**src/rtl/afda_pkg.sv**
```systemverilog
package afda_pkg;

  localparam int unsigned MAX_AVERAGE = 256;
  localparam int unsigned CNT_W = 9;
  localparam int unsigned SMP_W = 18;
  localparam int unsigned SUM_W = 27;
  localparam int unsigned DIV_W = SUM_W - 1;
  localparam int unsigned STEP_W = $clog2(DIV_W);

  typedef enum logic [1:0] {
    RES_12 = 2'd0,
    RES_14 = 2'd1,
    RES_16 = 2'd2,
    RES_18 = 2'd3
  } res_e;

  typedef enum logic [1:0] {
    STAT_OK        = 2'd0,
    STAT_NOT_READY = 2'd1,
    STAT_UNDERFLOW = 2'd2,
    STAT_OVERFLOW  = 2'd3
  } stat_e;

  typedef enum logic [2:0] {
    S_IDLE = 3'b001,
    S_DIV  = 3'b010,
    S_DONE = 3'b100
  } state_e;

  typedef struct packed {
    logic signed [SMP_W-1:0] sample;
    logic [1:0]              channel_sel;
    logic [1:0]              resolution_sel;
    logic [1:0]              gain_sel;
    logic                    continuous;
    logic                    ready_res;
    logic [1:0]              status;
    logic                    average_valid;
  } result_t;

  function automatic logic signed [SMP_W-1:0] lo_lim(input res_e res);
    logic signed [SMP_W-1:0] lim;
    unique case (res)
      RES_12:  lim = -18'sd2048;
      RES_14:  lim = -18'sd8192;
      RES_16:  lim = -18'sd32768;
      RES_18:  lim = -18'sd131072;
      default: lim = -18'sd131072;
    endcase
    return lim;
  endfunction

  function automatic logic signed [SMP_W-1:0] hi_lim(input res_e res);
    logic signed [SMP_W-1:0] lim;
    unique case (res)
      RES_12:  lim = 18'sd2047;
      RES_14:  lim = 18'sd8191;
      RES_16:  lim = 18'sd32767;
      RES_18:  lim = 18'sd131071;
      default: lim = 18'sd131071;
    endcase
    return lim;
  endfunction

endpackage

```
**src/rtl/afda_in_if.sv**
```systemverilog
interface afda_in_if;
  logic       valid;
  logic       ready;
  logic [7:0] byte0;
  logic [7:0] byte1;
  logic [7:0] byte2;
  logic [7:0] byte3;

  modport source (output valid, output byte0, output byte1, output byte2, output byte3,
                  input ready);
  modport sink (input valid, input byte0, input byte1, input byte2, input byte3,
                output ready);
endinterface

```
**src/rtl/afda_out_if.sv**
```systemverilog
interface afda_out_if;
  logic                                 valid;
  logic                                 ready;
  logic signed [afda_pkg::SMP_W-1:0]    sample;
  logic [1:0]                           channel_sel;
  logic [1:0]                           resolution_sel;
  logic [1:0]                           gain_sel;
  logic                                 continuous;
  logic                                 ready_res;
  logic [1:0]                           status;
  logic                                 average_valid;
  logic signed [afda_pkg::SMP_W-1:0]    average;

  modport source (output valid, output sample, output channel_sel, output resolution_sel,
                  output gain_sel, output continuous, output ready_res, output status,
                  output average_valid, output average, input ready);
  modport sink (input valid, input sample, input channel_sel, input resolution_sel,
                input gain_sel, input continuous, input ready_res, input status,
                input average_valid, input average, output ready);
endinterface

```
**src/rtl/adc_frame_decode_average.sv**
```systemverilog
// A frame is held in a pending register until the output register is free; a frame that
// completes an average first passes through the 26-step restoring divider.
// No new frame is accepted until the previous one has moved into the output register.
// A finished item waits in the output register while the next frame is taken.
// Reset is asynchronous and active low; it clears the sum and count and sets the
// average count to 1.
module adc_frame_decode_average (
  input  logic                       clk_i,
  input  logic                       rst_ni,
  input  logic                       cfg_we_i,
  input  logic [afda_pkg::CNT_W-1:0] cfg_wdata_i,
  afda_in_if.sink                    in_i,
  afda_out_if.source                 out_o
);

  afda_pkg::state_e state_q, state_d;
  logic [afda_pkg::CNT_W-1:0]  avg_count_q, avg_count_d;
  logic signed [afda_pkg::SUM_W-1:0] sum_q, sum_d;
  logic [afda_pkg::CNT_W-1:0]  taken_q, taken_d;
  logic [afda_pkg::STEP_W-1:0] step_q, step_d;
  logic                        out_valid_q, out_valid_d;

  afda_pkg::result_t           pend_q, pend_d;
  afda_pkg::result_t           out_q, out_d;
  logic signed [afda_pkg::SMP_W-1:0] out_avg_q, out_avg_d;
  logic [afda_pkg::DIV_W-1:0]  quot_q, quot_d;
  logic [afda_pkg::CNT_W-1:0]  rem_q, rem_d;
  logic [afda_pkg::CNT_W-1:0]  div_q, div_d;
  logic                        neg_q, neg_d;

  logic [7:0]                  st;
  afda_pkg::res_e              res;
  logic signed [afda_pkg::SMP_W-1:0] sample;
  logic [1:0]                  code;
  logic [afda_pkg::CNT_W-1:0]  target;
  logic [afda_pkg::CNT_W-1:0]  taken_new;
  logic signed [afda_pkg::SUM_W-1:0] sum_new;
  logic [afda_pkg::SUM_W-1:0]  sum_mag;
  logic [afda_pkg::CNT_W:0]    trial;
  logic [afda_pkg::CNT_W:0]    diff;
  logic                        geq;
  logic                        accept;
  logic                        out_free;

  assign accept   = in_i.valid && in_i.ready;
  assign out_free = !out_valid_q || out_o.ready;
  assign in_i.ready = (state_q == afda_pkg::S_IDLE);

  always_comb begin
    st  = (in_i.byte3[3:2] == 2'b11) ? in_i.byte3 : in_i.byte2;
    res = afda_pkg::res_e'(st[3:2]);
    unique case (res)
      afda_pkg::RES_12: sample = {{6{in_i.byte0[3]}}, in_i.byte0[3:0], in_i.byte1};
      afda_pkg::RES_14: sample = {{4{in_i.byte0[5]}}, in_i.byte0[5:0], in_i.byte1};
      afda_pkg::RES_16: sample = {{2{in_i.byte0[7]}}, in_i.byte0, in_i.byte1};
      afda_pkg::RES_18: sample = {in_i.byte0[1:0], in_i.byte1, in_i.byte2};
      default:          sample = {in_i.byte0[1:0], in_i.byte1, in_i.byte2};
    endcase
    priority if (st[7]) begin
      code = afda_pkg::STAT_NOT_READY;
    end else if (sample <= afda_pkg::lo_lim(res)) begin
      code = afda_pkg::STAT_UNDERFLOW;
    end else if (sample >= afda_pkg::hi_lim(res)) begin
      code = afda_pkg::STAT_OVERFLOW;
    end else begin
      code = afda_pkg::STAT_OK;
    end

    priority if (avg_count_q == '0) begin
      target = afda_pkg::CNT_W'(1);
    end else if (avg_count_q > afda_pkg::CNT_W'(afda_pkg::MAX_AVERAGE)) begin
      target = afda_pkg::CNT_W'(afda_pkg::MAX_AVERAGE);
    end else begin
      target = avg_count_q;
    end
    taken_new = taken_q + afda_pkg::CNT_W'(1);
    sum_new   = sum_q + {{(afda_pkg::SUM_W - afda_pkg::SMP_W){sample[afda_pkg::SMP_W-1]}},
                         sample};
    sum_mag   = sum_new[afda_pkg::SUM_W-1] ? (~sum_new + afda_pkg::SUM_W'(1)) : sum_new;

    trial = {rem_q, quot_q[afda_pkg::DIV_W-1]};
    diff  = trial - {1'b0, div_q};
    geq   = (trial >= {1'b0, div_q});
  end

  always_comb begin
    state_d     = state_q;
    avg_count_d = cfg_we_i ? cfg_wdata_i : avg_count_q;
    sum_d       = sum_q;
    taken_d     = taken_q;
    step_d      = step_q;
    out_valid_d = out_valid_q;
    pend_d      = pend_q;
    out_d       = out_q;
    out_avg_d   = out_avg_q;
    quot_d      = quot_q;
    rem_d       = rem_q;
    div_d       = div_q;
    neg_d       = neg_q;

    if (out_valid_q && out_o.ready) begin
      out_valid_d = 1'b0;
    end

    unique case (state_q)
      afda_pkg::S_IDLE: begin
        if (accept) begin
          pend_d.sample         = sample;
          pend_d.channel_sel    = st[6:5];
          pend_d.resolution_sel = st[3:2];
          pend_d.gain_sel       = st[1:0];
          pend_d.continuous     = st[4];
          pend_d.ready_res      = !st[7];
          pend_d.status         = code;
          pend_d.average_valid  = 1'b0;
          quot_d  = '0;
          neg_d   = 1'b0;
          rem_d   = '0;
          state_d = afda_pkg::S_DONE;
          if (code != afda_pkg::STAT_OK) begin
            sum_d   = '0;
            taken_d = '0;
          end else if (taken_new >= target) begin
            pend_d.average_valid = 1'b1;
            sum_d   = '0;
            taken_d = '0;
            quot_d  = sum_mag[afda_pkg::DIV_W-1:0];
            neg_d   = sum_new[afda_pkg::SUM_W-1];
            div_d   = taken_new;
            step_d  = afda_pkg::STEP_W'(afda_pkg::DIV_W - 1);
            state_d = afda_pkg::S_DIV;
          end else begin
            sum_d   = sum_new;
            taken_d = taken_new;
          end
        end
      end
      afda_pkg::S_DIV: begin
        rem_d  = geq ? diff[afda_pkg::CNT_W-1:0] : trial[afda_pkg::CNT_W-1:0];
        quot_d = {quot_q[afda_pkg::DIV_W-2:0], geq};
        step_d = step_q - afda_pkg::STEP_W'(1);
        if (step_q == '0) begin
          state_d = afda_pkg::S_DONE;
        end
      end
      afda_pkg::S_DONE: begin
        if (out_free) begin
          out_d       = pend_q;
          out_avg_d   = neg_q ? (~quot_q[afda_pkg::SMP_W-1:0] + afda_pkg::SMP_W'(1))
                              : quot_q[afda_pkg::SMP_W-1:0];
          out_valid_d = 1'b1;
          state_d     = afda_pkg::S_IDLE;
        end
      end
      default: state_d = afda_pkg::S_IDLE;
    endcase
  end

  always_ff @(posedge clk_i or negedge rst_ni) begin
    if (!rst_ni) begin
      state_q     <= afda_pkg::S_IDLE;
      avg_count_q <= afda_pkg::CNT_W'(1);
      sum_q       <= '0;
      taken_q     <= '0;
      step_q      <= '0;
      out_valid_q <= 1'b0;
    end else begin
      state_q     <= state_d;
      avg_count_q <= avg_count_d;
      sum_q       <= sum_d;
      taken_q     <= taken_d;
      step_q      <= step_d;
      out_valid_q <= out_valid_d;
    end
  end

  always_ff @(posedge clk_i) begin
    pend_q    <= pend_d;
    out_q     <= out_d;
    out_avg_q <= out_avg_d;
    quot_q    <= quot_d;
    rem_q     <= rem_d;
    div_q     <= div_d;
    neg_q     <= neg_d;
  end

  assign out_o.valid          = out_valid_q;
  assign out_o.sample         = out_q.sample;
  assign out_o.channel_sel    = out_q.channel_sel;
  assign out_o.resolution_sel = out_q.resolution_sel;
  assign out_o.gain_sel       = out_q.gain_sel;
  assign out_o.continuous     = out_q.continuous;
  assign out_o.ready_res      = out_q.ready_res;
  assign out_o.status         = out_q.status;
  assign out_o.average_valid  = out_q.average_valid;
  assign out_o.average        = out_avg_q;

endmodule
```
**src/flat_wrapper.sv**
```systemverilog
// flat-port wrapper written by rule: the top's interface ports become plain ports
module adc_frame_decode_average_flat 
  (clk_i, rst_ni, cfg_we_i, cfg_wdata_i, in_i_valid, in_i_byte0, in_i_byte1, in_i_byte2, in_i_byte3, in_i_ready, out_o_valid, out_o_sample, out_o_channel_sel, out_o_resolution_sel, out_o_gain_sel, out_o_continuous, out_o_ready_res, out_o_status, out_o_average_valid, out_o_average, out_o_ready);
  afda_in_if in_i_i ();
  afda_out_if out_o_i ();
  input  logic clk_i;
  input  logic rst_ni;
  input  logic cfg_we_i;
  input  logic [afda_pkg::CNT_W-1:0] cfg_wdata_i;
  input wire logic [$bits(in_i_i.valid)-1:0] in_i_valid;
  input wire logic [$bits(in_i_i.byte0)-1:0] in_i_byte0;
  input wire logic [$bits(in_i_i.byte1)-1:0] in_i_byte1;
  input wire logic [$bits(in_i_i.byte2)-1:0] in_i_byte2;
  input wire logic [$bits(in_i_i.byte3)-1:0] in_i_byte3;
  output wire logic [$bits(in_i_i.ready)-1:0] in_i_ready;
  output wire logic [$bits(out_o_i.valid)-1:0] out_o_valid;
  output wire logic [$bits(out_o_i.sample)-1:0] out_o_sample;
  output wire logic [$bits(out_o_i.channel_sel)-1:0] out_o_channel_sel;
  output wire logic [$bits(out_o_i.resolution_sel)-1:0] out_o_resolution_sel;
  output wire logic [$bits(out_o_i.gain_sel)-1:0] out_o_gain_sel;
  output wire logic [$bits(out_o_i.continuous)-1:0] out_o_continuous;
  output wire logic [$bits(out_o_i.ready_res)-1:0] out_o_ready_res;
  output wire logic [$bits(out_o_i.status)-1:0] out_o_status;
  output wire logic [$bits(out_o_i.average_valid)-1:0] out_o_average_valid;
  output wire logic [$bits(out_o_i.average)-1:0] out_o_average;
  input wire logic [$bits(out_o_i.ready)-1:0] out_o_ready;
  assign in_i_i.valid = in_i_valid;
  assign in_i_i.byte0 = in_i_byte0;
  assign in_i_i.byte1 = in_i_byte1;
  assign in_i_i.byte2 = in_i_byte2;
  assign in_i_i.byte3 = in_i_byte3;
  assign in_i_ready = in_i_i.ready;
  assign out_o_valid = out_o_i.valid;
  assign out_o_sample = out_o_i.sample;
  assign out_o_channel_sel = out_o_i.channel_sel;
  assign out_o_resolution_sel = out_o_i.resolution_sel;
  assign out_o_gain_sel = out_o_i.gain_sel;
  assign out_o_continuous = out_o_i.continuous;
  assign out_o_ready_res = out_o_i.ready_res;
  assign out_o_status = out_o_i.status;
  assign out_o_average_valid = out_o_i.average_valid;
  assign out_o_average = out_o_i.average;
  assign out_o_i.ready = out_o_ready;
  adc_frame_decode_average u_core (.clk_i(clk_i), .rst_ni(rst_ni), .cfg_we_i(cfg_we_i), .cfg_wdata_i(cfg_wdata_i), .in_i(in_i_i), .out_o(out_o_i));
endmodule
```
**config.mk**
```make
export PLATFORM = sky130hd
export DESIGN_NAME = adc_frame_decode_average_flat
export DESIGN_NICKNAME = d
export VERILOG_FILES = /design/src/rtl/afda_pkg.sv /design/src/rtl/afda_in_if.sv /design/src/rtl/afda_out_if.sv /design/src/rtl/adc_frame_decode_average.sv /design/src/flat_wrapper.sv
export SDC_FILE = /design/constraint.sdc
export NUM_CORES = 1
export LEC_CHECK = 0
export BUFFER_PORTS_ARGS = -buffer_cell sky130_fd_sc_hd__buf_2
export CORE_MARGIN = 5
export CORE_UTILIZATION = 55
export CTS_BUF_LIST = sky130_fd_sc_hd__clkbuf_16
export DETAILED_ROUTE_END_ITERATION = 6
export PLACE_DENSITY = 0.75
export SYNTH_ARGS = -nofsm -noshare
export SYNTH_HDL_FRONTEND = slang
export SYNTH_SLANG_ARGS = --single-unit
```
**constraint.sdc**
```tcl
create_clock -name clk_i -period 4.09 [get_ports clk_i]
set_clock_uncertainty 0.1 [all_clocks]
set_input_delay 0.6135 -clock clk_i [delete_from_list [all_inputs] [get_ports clk_i]]
set_output_delay 0.6135 -clock clk_i [all_outputs]
set_load 0.02 [all_outputs]
```
==> impl_metrics.json <==
{
  "insertion_delay_ns": 0.43,
  "p_int_mw": 5.451,
  "crit_fanout": 9,
  "outcome": "finished, final reports clean",
  "fin_ws_ns": 0.08503,
  "dp.final_hpwl_um": 20110,
  "drive_above_1_share_pct": 28.91,
  "async_flop_share_pct": 30.86,
  "vias": 8636,
  "synth_seq_cells": 175,
  "final_area_um2": 13060,
  "place_area_um2": 12350,
  "cts_root_buf": "clkbuf_16",
  "cts_tree": "done",
  "antenna_found_initial": 0,
  "final_max_slew_viol_count": 0,
  "yosys.area_share.simple_pct": 17.14,
  "synth_ff_type": "edfxtp_1",
  "setup-violations-final": 0,
  "final_cell_mix": "buf_4 (170), nand2_1 (164), edfxtp_1 (121)",
  "rsz0062_at_grt": "true",
  "period_share_pct": 97.92,
  "synth_edf_count": 121,
  "initial_core_util_pct": 55.50,
  "clock_sinks": 175,
  "grt_pass1_wl_um": 42410,
  "clockBufferDepth": 2,
  "critPathLaunchType": "input pin",
  "syn_avg_cell_area_um2": 10.21,
  "yosysWarnings": 0,
  "yosysSeqAreaShare_pct": 48.20,
  "drc": 0,
  "synth-adder-area-share_pct": 7.280,
  "path_clk_slew_ns": 0.07,
  "drt_iter0_markers": 651,
  "synth_compound_area_share_pct": 15.60,
  "hp-class": "input pin to asynchronous set/reset pin",
  "die_w_um": 147.2,
  "power_frac_clock_pct": 17.4,
  "wl_um": 26350,
  "wire_per_inst_um": 17.49,
  "dp_slack_ns": -0.4117,
  "p_leak_nw": 5.695,
  "p_seq_share_pct": 29.4,
  "first_global_vias": 8213,
  "gr-total-overflow": 0,
  "drtPass1Iterations": 5,
  "switchingPower_mw": 3.564,
  "arrival_ns": 4.08,
  "power_density_nw_per_um2": 690.0,
  "fin_util_pct": 70.07,
  "total_power_mw": 9.015,
  "fmax_mhz": 249.7,
  "relSlewSlack_pct": 31.15,
  "power_frac_comb_pct": 53.2,
  "io_pins": 95,
  "ir_drop_mv": 0.4634,
  "cap_violations": 0,
  "grt_max_degree": 48,
  "finalHoldWorstSlack_ns": 0.1912,
  "worst_ep_required_time_ns": 4.17,
  "syn_nets": 1118,
  "synth_cell_types": 73,
  "fin_crit_ns": 4.005,
  "cts_made_buffers": 17,
  "track_usage_pct": 24.23,
  "antenna_left": 0,
  "ctsHtreeMaxLevel": 4,
  "hold_buffers": 0,
  "core_um2": 18640,
  "synth_top_family_by_area": "simple AND/OR/NAND/NOR gates",
  "std_cell_rows": 50,
  "avgViaCountPerCell": 5.731,
  "place.gp.congestion": 0.9387,
  "cp-end-kind": "flop",
  "switching_share_pct": 39.53,
  "portBuffers": 94,
  "area_growth_pct": 26.27,
  "path_class": "input pin to flop",
  "muxShareOfSynthArea_pct": 1.947,
  "die_h_um": 147.2,
  "hold_viol": 0,
  "synthesis.instances": 1013,
  "netlist_area_um2": 10350,
  "die_area_um2": 21650,
  "final_common_cell": "buf_4",
  "fin_nets": 1365,
  "antenna_cells": 0,
  "yosys.area_share.xor_xnor_pct": 6.591,
  "tightest_slew_ns": 1.033
}
path summary, 6_finish.rpt:
kind	from	endpoint	slack [ns]	depth (start not counted)
max	in_i_byte2[3]	u_core.quot_q[25]$_DFFE_PP_	0.09	17
min	rst_ni	u_core.avg_count_q[6]$_DFFE_PN0P_	0.19	1
max reg2reg	u_core.taken_q[0]$_DFFE_PN0P_	u_core.quot_q[2]$_DFFE_PP_	0.49	13
min reg2reg	u_core.pend_q[3]$_DFFE_PP_	u_core.out_o.ready_res$_DFFE_PP_	0.31	0
max in group asynchronous	rst_ni	u_core.sum_q[6]$_DFFE_PN0P_	2.87	2
min in group clk_i	cfg_wdata_i[8]	u_core.avg_count_q[8]$_DFFE_PN0P_	0.29	3
cell usage after synthesis (4+ instances only):
| master | number | area share, % |
|---|---|---|
| nand4_1 | 16 | 0.97 |
| nor4_1 | 13 | 0.79 |
| a22o_1 | 15 | 1.3 |
| o31ai_2 | 5 | 0.60 |
| o221ai_1 | 4 | 0.34 |
| o211a_1 | 4 | 0.39 |
| a21oi_1 | 33 | 1.6 |
| a21boi_0 | 4 | 0.29 |
| or3_1 | 7 | 0.42 |
| mux2_2 | 9 | 0.98 |
| a211oi_1 | 11 | 0.80 |
| o21ai_0 | 62 | 3.0 |
| mux2i_1 | 10 | 0.97 |
| xnor2_1 | 62 | 5.2 |
| o21a_1 | 8 | 0.58 |
| inv_1 | 40 | 1.5 |
| nor2b_1 | 12 | 0.73 |
| clkbuf_1 | 23 | 0.83 |
| a21o_1 | 19 | 1.4 |
| o22ai_1 | 6 | 0.36 |
| o211ai_1 | 7 | 0.51 |
| nor2_1 | 54 | 2.0 |
| nand2_1 | 168 | 6.1 |
| and2_1 | 10 | 0.60 |
| xor2_1 | 14 | 1.2 |
| or4_1 | 6 | 0.44 |
| buf_2 | 13 | 0.63 |
| dfrtp_1 | 52 | 13 |
| ha_1 | 57 | 6.9 |
| o2111ai_1 | 4 | 0.34 |
| nand2b_1 | 15 | 0.91 |
| nor3_1 | 13 | 0.63 |
| o21ai_1 | 26 | 1.3 |
| o31ai_1 | 4 | 0.29 |
| and3_1 | 9 | 0.54 |
| edfxtp_1 | 121 | 35 |
| nand3_1 | 24 | 1.2 |
worst max-delay path, cell delays in order:
cell	delay (ns)
buf_2	0.15
a22oi_2	0.23
buf_4	0.19
buf_4	0.17
nand2_1	0.06
nand2_1	0.12
ha_1	0.26
a21o_1	0.19
a21o_1	0.19
or3_4	0.42
a211oi_4	0.29
xor2_2	0.18
and4_4	0.28
nand4_1	0.12
o41ai_2	0.37
xnor2_1	0.16
o21ai_1	0.08
area by class of cell:
class / count / area [um2]
clock inverters: 14 / 112.6
clock buffers: 18 / 450.4
well taps: 234 / 292.8
inverters: 41 / 156.4
fillers: 1374 / 5579
repair buffers: 267 / 1807
flip-flops and latches: 175 / 4987
multi-input cells: 758 / 5258
sequential cells by signal, summed over array words and instances (netlist names), 2 cells and up:
register / flops
u_core.out_o.sample: 18
u_core.quot_q: 26
u_core.rem_q: 9
u_core.pend_q: 29
u_core.state_q: 3
u_core.sum_q: 27
u_core.div_q: 9
u_core.out_o.channel_sel: 2
u_core.step_q: 5
u_core.out_o.average: 18
u_core.taken_q: 9
u_core.out_o.resolution_sel: 2
u_core.avg_count_q: 9
u_core.out_o.status: 2
u_core.out_o.gain_sel: 2
cell families after synthesis:
family                     Yosys count
DFF                                175
xor gates and xnor gates            77
adders and majority gates           59
AOI/OAI and AO/OA                  238
and+or+nand+nor                    365
muxes                               19
buffers and inverters               80
power by group through the flow:
stage          sequential (mW)  combinational [mW]  clock, mW
2_1_floorplan             2.68                2.82          0
3_3_place_gp              2.66                4.49          0
3_5_place_dp              2.67                4.59          0
4_1_cts                   2.64                4.63       1.59
5_1_grt                   2.69                5.22       1.68
6_report                  2.65                4.80       1.57
routing by layer:
metal  GRT usage, %  part of all wire, %
met1          33.68                   44
met4          8.015                  2.7
met5              0                    0
met2          39.26                   47
met3          3.701                  6.0
through the flow:
stage               TNS (ns)  cells
floorplan             -3.251   1013
global placement      -10.05   1473
detailed placement    -14.04   1473
CTS                        0   1505
global route         -0.2726   1507
finish                     0   1507
repair_timing:
action,in CTS,in global routing
setup endpoints to repair,0,25
buffers inserted,0,2
gates resized for setup,0,28
(Power assumes the default switching activity.)
